**src/rtl/ptst_pkg.sv**
```systemverilog
// ----------------------------------------------------------------------------
// ptst_pkg
// Shared types and constants for the pan/tilt slew-limited tracker.
// ----------------------------------------------------------------------------
`default_nettype none

package ptst_pkg;

  localparam int ACC_W   = 56;  // multiply-accumulate register
  localparam int MAC_A_W = 40;  // wide multiplier operand
  localparam int MAC_B_W = 18;  // narrow multiplier operand
  localparam int CROSS_W = 33;  // first cross product u x v
  localparam int CW      = 44;  // CORDIC datapath

  localparam int CORDIC_STEPS = 24;
  localparam int IDX_W        = 5;

  localparam logic signed [MAC_B_W-1:0] GAIN_Q16 = 18'sd107922;

  localparam logic [31:0] ATAN_TAB [CORDIC_STEPS] = '{
    32'h20000000, 32'h12E4051E, 32'h09FB385B, 32'h051111D4, 32'h028B0D43, 32'h0145D7E1,
    32'h00A2F61E, 32'h00517C55, 32'h0028BE53, 32'h00145F2F, 32'h000A2F98, 32'h000517CC,
    32'h00028BE6, 32'h000145F3, 32'h0000A2FA, 32'h0000517D, 32'h000028BE, 32'h0000145F,
    32'h00000A30, 32'h00000518, 32'h0000028C, 32'h00000146, 32'h000000A3, 32'h00000051
  };

  typedef enum logic [2:0] {
    CFG_PAN_MIN   = 3'd0,
    CFG_PAN_MAX   = 3'd1,
    CFG_PAN_STEP  = 3'd2,
    CFG_TILT_MIN  = 3'd3,
    CFG_TILT_MAX  = 3'd4,
    CFG_TILT_STEP = 3'd5,
    CFG_FIRE_PER  = 3'd6
  } cfg_idx_t;

  typedef enum logic [2:0] {
    ST_IDLE,
    ST_MAC,
    ST_PAN,
    ST_TILT,
    ST_FLIP,
    ST_SLEW
  } state_t;

  // one multiply-accumulate command
  typedef struct packed {
    logic en;    // update the accumulator
    logic load;  // start from the preset instead of the accumulator
    logic sub;   // subtract the product
    logic dbl;   // product times two
  } mac_op_t;

endpackage

`default_nettype wire

```
**src/rtl/pan_tilt_slew_limited_tracker.sv**
```systemverilog
// ----------------------------------------------------------------------------
// pan_tilt_slew_limited_tracker
// Two-axis turret pointing with per-axis slew limit and timed fire pulse.
// ----------------------------------------------------------------------------
// One tick is one input transfer and gives one output transfer. The block
// takes a tick through the shared multiply-accumulate unit (quaternion
// rotation of the aim vector and the gain correction of z, one product a
// cycle), two passes through the single iterative CORDIC (pan angle with
// horizontal length, then tilt; a pass whose operands are both zero skips
// the iterations), the flip decision and the slew, clamp and fire update,
// and is not ready meanwhile. A finished result sits in the output
// register, so the next tick can be taken while it waits; that tick's slew
// cycle then holds until the output register is free. Angles are 16-bit
// binary angle units (32768 = pi); vectors are Q1.14. Config writes are
// always taken and should only be made while no tick is in flight.
// ----------------------------------------------------------------------------
`default_nettype none

module pan_tilt_slew_limited_tracker import ptst_pkg::*; (
  input  wire logic         clk,
  input  wire logic         rst,
  // input ticks
  input  wire logic         s_axis_tvalid,
  output logic              s_axis_tready,
  // mount_qw, mount_qx, mount_qy, mount_qz, aim_x, aim_y, aim_z, elapsed_us, pad
  input  wire logic [135:0] s_axis_tdata,
  // fire_request
  input  wire logic         s_axis_tuser,
  // results
  output logic              m_axis_tvalid,
  input  wire logic         m_axis_tready,
  // pan_angle, tilt_angle
  output logic [31:0]       m_axis_tdata,
  // fire_pulse
  output logic              m_axis_tuser,
  // configuration writes
  input  wire logic         cfg_valid,
  output logic              cfg_ready,
  input  wire logic [2:0]   cfg_index,
  input  wire logic [23:0]  cfg_data
);

  // configuration
  logic signed [15:0] pan_min, pan_max, tilt_min, tilt_max;
  logic [14:0]        pan_step, tilt_step;
  logic [23:0]        fire_period_us;

  // tracker state
  logic signed [15:0] pan_now, tilt_now;
  logic [23:0]        since_fire_us;

  // captured tick
  logic signed [15:0] qw, qx, qy, qz, ax, ay, az;
  logic [19:0]        elapsed_us;
  logic               fire_request;

  state_t state, state_next;
  logic [3:0] step;

  // rotation intermediates
  logic signed [CROSS_W-1:0] cx, cy, cz;
  logic signed [MAC_A_W-1:0] rx, ry;
  logic signed [15:0]        pan_tgt, tilt_tgt;

  // shared units
  mac_op_t                   mac_op;
  logic signed [MAC_A_W-1:0] mac_a;
  logic signed [MAC_B_W-1:0] mac_b;
  logic signed [ACC_W-1:0]   mac_init;
  logic signed [ACC_W-1:0]   acc;
  logic signed [ACC_W-1:0]   acc_q14;
  logic signed [ACC_W-1:0]   acc_q16;

  logic                 cor_start;
  logic signed [CW-1:0] cor_num, cor_den;
  logic                 cor_done;
  logic signed [15:0]   cor_angle;
  logic signed [CW-1:0] cor_mag;

  // flip and slew
  logic signed [15:0] dp, dt, neg_tt;
  logic               do_flip;
  logic signed [15:0] pan_new, tilt_new;
  logic [24:0]        fire_sum;
  logic [23:0]        fire_sat;
  logic               pulse;
  logic               out_free;

  assign cfg_ready     = 1'b1;
  assign s_axis_tready = (state == ST_IDLE);
  assign out_free      = !m_axis_tvalid || m_axis_tready;

  function automatic logic signed [MAC_A_W-1:0] ext16(input logic signed [15:0] v);
    return {{(MAC_A_W-16){v[15]}}, v};
  endfunction

  function automatic logic signed [MAC_A_W-1:0] extc(input logic signed [CROSS_W-1:0] v);
    return {{(MAC_A_W-CROSS_W){v[CROSS_W-1]}}, v};
  endfunction

  function automatic logic signed [MAC_B_W-1:0] extq(input logic signed [15:0] v);
    return {{(MAC_B_W-16){v[15]}}, v};
  endfunction

  function automatic logic signed [ACC_W-1:0] pre28(input logic signed [15:0] v);
    return {{(ACC_W-44){v[15]}}, v, 28'b0};
  endfunction

  // move toward target by at most step, then clamp: minimum first, maximum wins
  function automatic logic signed [15:0] slew_fn(
    input logic signed [15:0] cur,
    input logic signed [15:0] target,
    input logic signed [15:0] diff,
    input logic [14:0]        stp,
    input logic signed [15:0] lo,
    input logic signed [15:0] hi
  );
    logic signed [16:0] ad;
    logic signed [17:0] nx;
    ad = (diff < 0) ? -{diff[15], diff} : {diff[15], diff};
    if (ad <= $signed({2'b00, stp})) begin
      nx = {{2{target[15]}}, target};
    end else if (diff > 0) begin
      nx = $signed({{2{cur[15]}}, cur}) + $signed({3'b000, stp});
    end else begin
      nx = $signed({{2{cur[15]}}, cur}) - $signed({3'b000, stp});
    end
    if (nx < $signed({{2{lo[15]}}, lo})) begin
      nx = {{2{lo[15]}}, lo};
    end
    if (nx > $signed({{2{hi[15]}}, hi})) begin
      nx = {{2{hi[15]}}, hi};
    end
    return nx[15:0];
  endfunction

  ptst_mac u_mac (
    .clk  (clk),
    .op   (mac_op),
    .a    (mac_a),
    .b    (mac_b),
    .init (mac_init),
    .acc  (acc)
  );

  ptst_cordic u_cordic (
    .clk    (clk),
    .rst    (rst),
    .start  (cor_start),
    .num_in (cor_num),
    .den_in (cor_den),
    .done   (cor_done),
    .angle  (cor_angle),
    .mag    (cor_mag)
  );

  assign acc_q14 = acc >>> 14;
  assign acc_q16 = acc >>> 16;

  // Multiply-accumulate schedule. c = u x v first, then
  // r = v<<28 - 2w c + 2 u x c per component, then rz * gain.
  always_comb begin
    mac_op   = '0;
    mac_a    = '0;
    mac_b    = '0;
    mac_init = '0;
    if (state == ST_MAC) begin
      mac_op.en = 1'b1;
      unique case (step)
        4'd0:  begin mac_op.load = 1'b1; mac_a = ext16(az); mac_b = extq(qy); end
        4'd1:  begin mac_op.sub = 1'b1; mac_a = ext16(ay); mac_b = extq(qz); end
        4'd2:  begin mac_op.load = 1'b1; mac_a = ext16(ax); mac_b = extq(qz); end
        4'd3:  begin mac_op.sub = 1'b1; mac_a = ext16(az); mac_b = extq(qx); end
        4'd4:  begin mac_op.load = 1'b1; mac_a = ext16(ay); mac_b = extq(qx); end
        4'd5:  begin mac_op.sub = 1'b1; mac_a = ext16(ax); mac_b = extq(qy); end
        4'd6:  begin
          mac_op.load = 1'b1; mac_op.sub = 1'b1; mac_op.dbl = 1'b1;
          mac_init = pre28(ax); mac_a = extc(cx); mac_b = extq(qw);
        end
        4'd7:  begin mac_op.dbl = 1'b1; mac_a = extc(cz); mac_b = extq(qy); end
        4'd8:  begin mac_op.sub = 1'b1; mac_op.dbl = 1'b1; mac_a = extc(cy); mac_b = extq(qz); end
        4'd9:  begin
          mac_op.load = 1'b1; mac_op.sub = 1'b1; mac_op.dbl = 1'b1;
          mac_init = pre28(ay); mac_a = extc(cy); mac_b = extq(qw);
        end
        4'd10: begin mac_op.dbl = 1'b1; mac_a = extc(cx); mac_b = extq(qz); end
        4'd11: begin mac_op.sub = 1'b1; mac_op.dbl = 1'b1; mac_a = extc(cz); mac_b = extq(qx); end
        4'd12: begin
          mac_op.load = 1'b1; mac_op.sub = 1'b1; mac_op.dbl = 1'b1;
          mac_init = pre28(az); mac_a = extc(cz); mac_b = extq(qw);
        end
        4'd13: begin mac_op.dbl = 1'b1; mac_a = extc(cy); mac_b = extq(qx); end
        4'd14: begin mac_op.sub = 1'b1; mac_op.dbl = 1'b1; mac_a = extc(cx); mac_b = extq(qy); end
        4'd15: begin
          // rz straight off the accumulator, times the CORDIC gain
          mac_op.load = 1'b1; mac_a = acc_q14[MAC_A_W-1:0]; mac_b = GAIN_Q16;
        end
        default: mac_op = '0;
      endcase
    end
  end

  // CORDIC start: pan pass on (rx, ry), tilt pass on (h, rz * gain)
  always_comb begin
    cor_start = 1'b0;
    cor_num   = {{(CW-MAC_A_W){rx[MAC_A_W-1]}}, rx};
    cor_den   = {{(CW-MAC_A_W){ry[MAC_A_W-1]}}, ry};
    if (state == ST_MAC && step == 4'd15) begin
      cor_start = 1'b1;
    end else if (state == ST_PAN && cor_done) begin
      cor_start = 1'b1;
      cor_num   = cor_mag;
      cor_den   = {{(CW-40){acc_q16[39]}}, acc_q16[39:0]};
    end
  end

  // flip decision on the registered targets
  always_comb begin
    dp      = pan_tgt - pan_now;
    neg_tt  = -tilt_tgt;
    do_flip = ((dp > 16'sd16384) || (dp < -16'sd16384)) &&
              (tilt_min <= neg_tt) && (tilt_max >= neg_tt);
  end

  // slew, clamp and fire timer
  always_comb begin
    dt       = tilt_tgt - tilt_now;
    pan_new  = slew_fn(pan_now, pan_tgt, dp, pan_step, pan_min, pan_max);
    tilt_new = slew_fn(tilt_now, tilt_tgt, dt, tilt_step, tilt_min, tilt_max);
    fire_sum = {1'b0, since_fire_us} + {5'b0, elapsed_us};
    fire_sat = fire_sum[24] ? 24'hFF_FFFF : fire_sum[23:0];
    pulse    = fire_request && (fire_sat >= fire_period_us);
  end

  always_comb begin
    state_next = state;
    unique case (state)
      ST_IDLE: if (s_axis_tvalid) state_next = ST_MAC;
      ST_MAC:  if (step == 4'd15) state_next = ST_PAN;
      ST_PAN:  if (cor_done) state_next = ST_TILT;
      ST_TILT: if (cor_done) state_next = ST_FLIP;
      ST_FLIP: state_next = ST_SLEW;
      ST_SLEW: if (out_free) state_next = ST_IDLE;
      default: state_next = ST_IDLE;
    endcase
  end

  always_ff @(posedge clk) begin
    if (rst) begin
      state <= ST_IDLE;
      step  <= '0;
    end else begin
      state <= state_next;
      step  <= (state == ST_MAC) ? step + 1'b1 : '0;
    end
  end

  // configuration registers
  always_ff @(posedge clk) begin
    if (rst) begin
      pan_min        <= -16'sd32768;
      pan_max        <= 16'sd32767;
      pan_step       <= 15'd104;
      tilt_min       <= -16'sd16384;
      tilt_max       <= 16'sd16384;
      tilt_step      <= 15'd104;
      fire_period_us <= 24'd50000;
    end else if (cfg_valid && cfg_ready) begin
      unique case (cfg_index)
        CFG_PAN_MIN:   pan_min        <= cfg_data[15:0];
        CFG_PAN_MAX:   pan_max        <= cfg_data[15:0];
        CFG_PAN_STEP:  pan_step       <= cfg_data[14:0];
        CFG_TILT_MIN:  tilt_min       <= cfg_data[15:0];
        CFG_TILT_MAX:  tilt_max       <= cfg_data[15:0];
        CFG_TILT_STEP: tilt_step      <= cfg_data[14:0];
        CFG_FIRE_PER:  fire_period_us <= cfg_data;
        default: ;
      endcase
    end
  end

  // tick capture and intermediates
  always_ff @(posedge clk) begin
    if (state == ST_IDLE && s_axis_tvalid) begin
      qw           <= s_axis_tdata[15:0];
      qx           <= s_axis_tdata[31:16];
      qy           <= s_axis_tdata[47:32];
      qz           <= s_axis_tdata[63:48];
      ax           <= s_axis_tdata[79:64];
      ay           <= s_axis_tdata[95:80];
      az           <= s_axis_tdata[111:96];
      elapsed_us   <= s_axis_tdata[131:112];
      fire_request <= s_axis_tuser;
    end
    if (state == ST_MAC) begin
      if (step == 4'd2)  cx <= acc[CROSS_W-1:0];
      if (step == 4'd4)  cy <= acc[CROSS_W-1:0];
      if (step == 4'd6)  cz <= acc[CROSS_W-1:0];
      if (step == 4'd9)  rx <= acc_q14[MAC_A_W-1:0];
      if (step == 4'd12) ry <= acc_q14[MAC_A_W-1:0];
    end
    if (state == ST_PAN && cor_done) begin
      pan_tgt <= -cor_angle;
    end
    if (state == ST_TILT && cor_done) begin
      tilt_tgt <= 16'sh8000 - cor_angle;
    end
    if (state == ST_FLIP && do_flip) begin
      pan_tgt  <= pan_tgt + 16'sh8000;
      tilt_tgt <= neg_tt;
    end
  end

  // tracker state and output register
  always_ff @(posedge clk) begin
    if (rst) begin
      pan_now       <= '0;
      tilt_now      <= '0;
      since_fire_us <= '0;
      m_axis_tvalid <= 1'b0;
    end else begin
      if (m_axis_tready) begin
        m_axis_tvalid <= 1'b0;
      end
      if (state == ST_SLEW && out_free) begin
        pan_now       <= pan_new;
        tilt_now      <= tilt_new;
        since_fire_us <= pulse ? 24'd0 : fire_sat;
        m_axis_tvalid <= 1'b1;
      end
    end
  end

  always_ff @(posedge clk) begin
    if (state == ST_SLEW && out_free) begin
      m_axis_tdata <= {tilt_new, pan_new};
      m_axis_tuser <= pulse;
    end
  end

endmodule

`default_nettype wire

```
**src/rtl/ptst_mac.sv**
```systemverilog
// ----------------------------------------------------------------------------
// ptst_mac
// Shared signed multiply-accumulate unit, one product per cycle.
// ----------------------------------------------------------------------------
`default_nettype none

module ptst_mac import ptst_pkg::*; (
  input  wire logic                      clk,
  input  wire mac_op_t                   op,
  input  wire logic signed [MAC_A_W-1:0] a,
  input  wire logic signed [MAC_B_W-1:0] b,
  input  wire logic signed [ACC_W-1:0]   init,
  output logic signed [ACC_W-1:0]        acc
);

  logic signed [MAC_A_W+MAC_B_W-1:0] prod;
  logic signed [ACC_W-1:0]           term;
  logic signed [ACC_W-1:0]           base;
  logic signed [ACC_W-1:0]           acc_next;

  always_comb begin
    prod     = a * b;
    term     = op.dbl ? {prod[ACC_W-2:0], 1'b0} : prod[ACC_W-1:0];
    base     = op.load ? init : acc;
    acc_next = op.sub ? base - term : base + term;
  end

  always_ff @(posedge clk) begin
    if (op.en) begin
      acc <= acc_next;
    end
  end

endmodule

`default_nettype wire

```
**src/rtl/ptst_cordic.sv**
```systemverilog
// ----------------------------------------------------------------------------
// ptst_cordic
// Iterative vectoring CORDIC: angle and scaled magnitude, one step a cycle.
// ----------------------------------------------------------------------------
`default_nettype none

module ptst_cordic import ptst_pkg::*; (
  input  wire logic                 clk,
  input  wire logic                 rst,
  input  wire logic                 start,
  input  wire logic signed [CW-1:0] num_in,
  input  wire logic signed [CW-1:0] den_in,
  output logic                      done,
  output logic signed [15:0]        angle,
  output logic signed [CW-1:0]      mag
);

  localparam logic [IDX_W-1:0] LAST = IDX_W'(CORDIC_STEPS - 1);

  logic signed [CW-1:0] num;
  logic signed [CW-1:0] den;
  logic [31:0]          z;
  logic [IDX_W-1:0]     iter;
  logic                 busy;
  logic                 in_zero;
  logic signed [CW-1:0] dn;
  logic signed [CW-1:0] dd;
  logic [31:0]          z_rnd;

  always_comb begin
    in_zero = (num_in == '0) && (den_in == '0);
    dn      = num >>> iter;
    dd      = den >>> iter;
    z_rnd   = z + 32'h0000_8000;
    angle   = z_rnd[31:16];
    mag     = den;
  end

  always_ff @(posedge clk) begin
    if (rst) begin
      busy <= 1'b0;
      done <= 1'b0;
      iter <= '0;
    end else begin
      done <= 1'b0;
      if (start) begin
        busy <= !in_zero;
        done <= in_zero;
        iter <= '0;
      end else if (busy) begin
        if (iter == LAST) begin
          busy <= 1'b0;
          done <= 1'b1;
        end
        iter <= iter + 1'b1;
      end
    end
  end

  always_ff @(posedge clk) begin
    if (start) begin
      if (in_zero) begin
        num <= '0;
        den <= '0;
        z   <= '0;
      end else if (den_in < 0) begin
        num <= -num_in;
        den <= -den_in;
        z   <= 32'h8000_0000;
      end else begin
        num <= num_in;
        den <= den_in;
        z   <= '0;
      end
    end else if (busy) begin
      if (num >= 0) begin
        den <= den + dn;
        num <= num - dd;
        z   <= z + ATAN_TAB[iter];
      end else begin
        den <= den - dn;
        num <= num + dd;
        z   <= z - ATAN_TAB[iter];
      end
    end
  end

endmodule

`default_nettype wire

```
**config.mk**
```make
export PLATFORM = sky130hd
export DESIGN_NAME = pan_tilt_slew_limited_tracker
export DESIGN_NICKNAME = d
export VERILOG_FILES = /design/src/rtl/ptst_pkg.sv /design/src/rtl/pan_tilt_slew_limited_tracker.sv /design/src/rtl/ptst_mac.sv /design/src/rtl/ptst_cordic.sv
export SDC_FILE = /design/constraint.sdc
export NUM_CORES = 2
export LEC_CHECK = 0
export ABC_CLOCK_PERIOD_IN_PS = 13900
export BUFFER_PORTS_ARGS = -buffer_cell sky130_fd_sc_hd__buf_2
export CAP_MARGIN = 20
export CORE_ASPECT_RATIO = 1.4
export CORE_MARGIN = 10
export CORE_UTILIZATION = 60
export CTS_BUF_LIST = sky130_fd_sc_hd__clkbuf_8
export CTS_CLUSTER_SIZE = 14
export DETAILED_ROUTE_END_ITERATION = 10
export PLACE_DENSITY = 0.76
export SETUP_SLACK_MARGIN = 0.05
export SYNTH_ARGS = -nofsm -noshare
export SYNTH_HDL_FRONTEND = slang
export SYNTH_SLANG_ARGS = --single-unit
```
**constraint.sdc**
```tcl
create_clock -name clk -period 13.9 [get_ports clk]
set_input_delay 2.085 -clock clk [delete_from_list [all_inputs] [get_ports clk]]
set_output_delay 2.085 -clock clk [all_outputs]
set_load 0.02 [all_outputs]
```
Word-level counts from Yosys, hierarchy flattened
Memory sizes are Yosys's and may differ from the RTL's.
Cells that the tools add are included.
{ "totals": {"register_bits": 742, "output_inout_bits": 36, "romBits": 1024, "inputBits": 169, "n_memories": 1, "wordCells": 237} }
{ "memory_table": {"columns": ["name", "depth", "width", "read_ports", "rd_clocked_by_memory_dff", "write_ports", "line", "text"], "rows": [
  ["(name not given)", 32, 32, 1, 0, 0, "ptst_cordic.sv:79", "z <= z + ATAN_TAB[iter];"]
]} }
{ "classes": {"n_addsub": 26, "shifts": 2, "mul": 1, "n_bitwise": 2, "reduce_logical": 51, "mux": 66, "order_cmp": 18, "n_eq_ne": 32} }
{ "op_table": {"columns": ["op", "n"], "rows": [
  ["$mux 44", 14],
  ["$pmux 40 s7", 1],
  ["$mux 32", 7],
  ["$mux 56", 4],
  ["$pmux 56 s3", 1],
  ["$mux 18", 7],
  ["$mux 16", 6],
  ["$pmux 18 s5", 1],
  ["$add 44x44->44", 2],
  ["$logic_not 44->1", 2],
  ["$neg 44->44", 2],
  ["$sshr 44x5->44", 2],
  ["$sub 44x44->44", 2],
  ["$add 56x56->56", 1],
  ["$mul 40x18->56", 1],
  ["$sub 56x56->56", 1],
  ["$mux 24", 2],
  ["$ge 44x1->1 const B", 1],
  ["$lt 44x1->1 const B", 1],
  ["$mux 40", 1],
  ["$gt 18x16->1", 2],
  ["$lt 18x16->1", 2],
  ["$add 16x16->17", 2],
  ["$le 17x16->1", 2],
  ["other kinds (50)", 131]
]} }

Logic depth before layout (Yosys ltp)
{ "logic_depth": {"ltp_word": 9, "ltp_mapped": 58, "mapped_depth_nobuf": 55} }

Modules after synthesis
A second synthesis with hierarchy kept.
{ "unflattened": {"cells_unflattened": 9603, "hier_area_um2": 87288.7} }
{ "modules_own_cells": {"columns": ["mod", "seq_area_each_um2", "area_per_inst_um2", "cells_per_inst", "n_inst"], "rows": [
  ["ptst_mac", 1681.6, 32725.1, 3901, 1],
  ["pan_tilt_slew_limited_tracker", 14964.4, 32128.3, 3106, 1],
  ["ptst_cordic", 3743.6, 22435.3, 2596, 1]
]} }

Least setup slack after synthesis
No wires, ideal clock.
{ "synth_path": {"kind": "register -> register", "startpoint": "register step[2]", "endpoint": "register u_mac.acc[55], data pin", "required_ns": 13.632, "period_less_slack_ns": 12.054, "n_path_buf": 4, "setup_time_ns": 0.268, "t_arrival_ns": 11.786, "path_slack_ns": 1.846, "path_stages_with_launch": 47, "path_cell_list": "dfxtp_1 buf_2 buf_1 mux2i_1 nor2_1 a221oi_1 clkbuf_1 a31oi_1 and2_1 fa_1 inv_1 fa_1 fa_1 inv_1 fa_1 fa_1 inv_1 fa_1 [11 not listed] o31ai_2 o21a_1 nor2b_1 xnor2_1 ha_1 inv_1 nor3_1 nand3_1 nor2b_1 nand2_1 o22a_1 o211ai_1 o211ai_1 a2111oi_0 o21a_1 o21a_1 o41ai_1 xnor3_1"} }
{ "synth_between": {"elab_chain_len": 8, "word_cells_on_any_way": 45, "classes_between": "add/sub: 2; mul: 1; eq/ne: 15; mux: 13; reduce/logical: 14"} }
{ "synth_lines": {"columns": ["element", "line", "text"], "rows": [
  ["from (decl)", "pan_tilt_slew_limited_tracker.sv:58", "logic [3:0] step;"],
  ["from (signal assigned)", "pan_tilt_slew_limited_tracker.sv:254", "step <= (state == ST_MAC) ? step + 1'b1 : '0;"],
  ["$eq 4x3->1 (tied with other cells)", "pan_tilt_slew_limited_tracker.sv:169", "unique case (step)"],
  ["$reduce_or 3->1 (no line) (tied with other cells)", null, null],
  ["$pmux 40 s7 / $pmux 18 s5 (equally long branches)", "pan_tilt_slew_limited_tracker.sv:169", null],
  ["$mux 40 / $mux 18 (equally long branches)", "pan_tilt_slew_limited_tracker.sv:167", "if (state == ST_MAC) begin"],
  ["$mul 40x18->56", "ptst_mac.sv:22", "prod = a * b;"],
  ["$mux 56", "ptst_mac.sv:23", "term = op.dbl ? {prod[ACC_W-2:0], 1'b0} : prod[ACC_W-1:0];"],
  ["$add 56x56->56 / $sub 56x56->56 (equally long branches)", "ptst_mac.sv:25", "acc_next = op.sub ? base - term : base + term;"],
  ["$mux 56 *", "ptst_mac.sv:25", null],
  ["net u_mac.acc_next[55]", "ptst_mac.sv:19", "logic signed [ACC_W-1:0] acc_next;"],
  ["to (signal assigned)", "ptst_mac.sv:30", "acc <= acc_next;"],
  ["to (decl)", "ptst_mac.sv:13", "output logic signed [ACC_W-1:0] acc"]
]} }
Mark *: on every way through the listed nets, which the timed path passes. The rest lies on a longest branch.
A chain may end at the register's enable or synchronous reset.

Worst setup path in the final report
{ "layout_path": {"startpoint": "register step[0]", "endpoint": "register u_mac.acc[55], data pin"} }
The elaborated chain is that of the path after synthesis.

==> metrics <==
synthesized instance count=9,424; clk sink count=742; element type at the critical path end=register; data arrival time of the critical path=about 14 ns; post-layout minimum cycle time=approximately 13 ns; router iterations before antenna repair=6; root buffer selected by CTS=sky130_fd_sc_hd__clkbuf_8; total power draw=about 10000 uW; worst-case clock skew=between 0.08 and 0.09 ns; post-synth top area cell=sky130_fd_sc_hd__edfxtp_1; final weighted congestion in routability-driven placement=1.04; input/output buffers=199; Syn Area/Cell=roughly 8.9 sq um; hold path start=tilt_step[4]; worst min-delay path endpoint=tilt_step[4]; status=finished clean; cell repeated most along the worst path=sky130_fd_sc_hd__inv_1; count of pins on the block boundary=205; total of max-cap violations=0; fillers=11,735; reg2reg start=step[0]; number of enable-type register cells in the synthesized netlist=553; crit path max fanout=14; insertion delay of the later-clocked pin in the worst-skew pair=0.91 ns; required time reported for the critical path endpoint=around 15 ns; worst reg-to-reg setup slack=0.57 ns; cell with the most instances after synthesis=sky130_fd_sc_hd__nand2_1; worst relative slew slack=0.311; effective utilization at floorplan=0.604; CTS tree=done; area share of the largest cell type after synthesis=0.197; Initial DRC Count=roughly 7,600; Netlist cell types=117; leakage=roughly 0.038 uW; core region area=0.139 sq mm; count of endpoints failing setup in the final report=0; clock input transition at the sequential cells of the worst setup and hold paths=0.07 ns; depth of the most critical reg-to-reg path=50; Global Route Usage Sum=0.348; total via count after detailed routing=roughly 73,000; detail-routed via count per cell=6.44; #FFs+latches synth=about 740; final hold violation count=0; type of the worst min-delay path=register to register; final count of pins violating max slew=0; Yosys warnings=0; Die Outline Area=between 0.15 and 0.2 sq mm; reg2reg end=u_mac.acc[55]; vias in the first global route=73,607; share of cells above drive strength 1=0.0974; number of cells on the worst hold path=2; cts-stage hold buffer count=0; die extent in y=463 microns; aggregate negative setup slack=0 ns; # rows=approximately 160; Post-Route WL=roughly 280,000 microns; initial antenna violation count=24; sequential area share after synthesis=0.242; ratio of total power to cell area=108 mW/mm^2; Worst setup SP type=register; overall die width=337 microns; cell types occupying the most area after synthesis=sky130_fd_sc_hd__edfxtp_1, sky130_fd_sc_hd__fa_1, sky130_fd_sc_hd__ha_1; part of the cycle the worst path needs=0.959; top_reg_cell synth=sky130_fd_sc_hd__edfxtp_1; area of the mapped netlist=0.0842 sq mm; Post-Syn Nets=10,832; measured slew at the worst slew-check pin=1.03 ns; DP Wirelength=219,000 microns; Highest Clock Rate=~75 MHz; WS Path Type=register to register; CTS H-tree depth=3; pin count of the biggest net entering global routing=83; maximum number of buffers from clock root to sink=3; Inserted Clock Buffers=118; Layout Nets=10,903; highest-delay cell along the critical path=sky130_fd_sc_hd__fa_1; maximum single-stage delay on the critical path=0.60 ns; FFs w/ async S/R, synth=0; top post-synthesis cells by count=sky130_fd_sc_hd__nand2_1, sky130_fd_sc_hd__inv_1, sky130_fd_sc_hd__fa_1; global route overflow=0; DR WL/cell=24.2 microns; ANT nets after route=0; area delta synth->final=7.37%; Max VDD drop=0.138 mV; first-pass GRT wire length=422,000 microns; setup repair after global routing missed its margin=yes; Remaining DRCs=0
## cell families after synthesis
logic type	synth area share
DFF	0.242
xor gates and xnor gates	0.0581
buffers and inverters	0.0698
and+or+nand+nor	0.161
adders and majority gates	0.244
AOI/OAI and AO/OA	0.162
other	0.0000445
muxes	0.0629
## what timing repair did
item,CTS,global route
buffers inserted,0,3
resized for setup,0,21
setup endpoints to repair,0,8
## state kept, by name, summed over array words and instances, names as in the netlist, 24 cells and up
register        count
u_mac.acc          56
u_cordic.mag       44
u_cordic.num       44
rx                 40
ry                 40
cx                 33
cy                 33
cz                 33
m_axis_tdata       32
u_cordic.z         32
fire_period_us     24
since_fire_us      24
## power by group
group	internal, uW	switching, uW	leakage [uW]
Sequential	2730	252	0.00661
Clock	1160	999	0.00139
Combinational	1800	2860	0.0303
Total	5690	4110	0.0383
## critical path, delay by kind of cell, from the launching register on
family                     cells  cell delay [ns]
xor gates and xnor gates       2             0.59
buffers and inverters         13             1.75
AOI/OAI and AO/OA             15             3.64
DFF                            1             0.40
adders and majority gates      9             4.16
and+or+nand+nor               11             2.50
## metrics by stage
| stage | cells | utilization | hold slack [ns] | setup slack [ns] | cell area, sq um |
|---|---|---|---|---|---|
| after global placement | 11173 | 0.628 | 0.446 | 0.347 | 87600 |
| final | 11409 | 0.648 | 0.462 | 0.566 | 90400 |
| after global routing | 11401 | 0.648 | 0.482 | 0.0283 | 90400 |
| after CTS | 11394 | 0.647 | 0.459 | 0.129 | 90300 |
| after detailed placement | 11174 | 0.628 | 0.450 | 0.143 | 87600 |
| after floorplan | 9424 | - | 0.432 | 1.85 | 84200 |
## final cells by class
cell class | instances | area, sq um | share of cell area
antenna | 10 | 25.0 | 0.000277
inverter | 1069 | 4020 | 0.0445
clock buffer | 125 | 1720 | 0.0190
timing repair buffer | 404 | 2620 | 0.0290
sequential | 742 | 20400 | 0.226
multi-input combinational | 7160 | 58500 | 0.646
clock inverter | 95 | 918 | 0.0102
tap | 1804 | 2260 | 0.0250
## cell usage in the layout, fill, tap and decap left out, drive strengths merged, types with 232 or more instances in the layout
cell,count
buf,402
xnor2,319
a21oi,500
o21ai,432
nor2,571
nand2,1261
inv,1081
xor2,232
ha,563
edfxtp,553
fa,676
## worst max path at each step
stage,startpoint,slack (ns),to
final,step[0],0.57,u_mac.acc[55]
after CTS,step[0],0.13,u_mac.acc[55]
after detailed placement,step[0],0.14,u_mac.acc[55]
after global routing,step[0],0.03,u_mac.acc[55]
after global placement,step[0],0.35,u_mac.acc[55]
after floorplan,step[2],1.85,u_mac.acc[55]
## per-layer routing
| metal | wire (microns) | vias to the layer above | track usage |
|---|---|---|---|
| met3 | 24200 | 952 | 0.0639 |
| met1 | 101000 | 35743 | 0.413 |
| li1 | - | 33029 | - |
| met4 | 20000 | 20 | 0.213 |
| met2 | 131000 | 3675 | 0.581 |
| met5 | 140 | - | 0 |
Note: power is estimated with default switching activity, not from simulation.
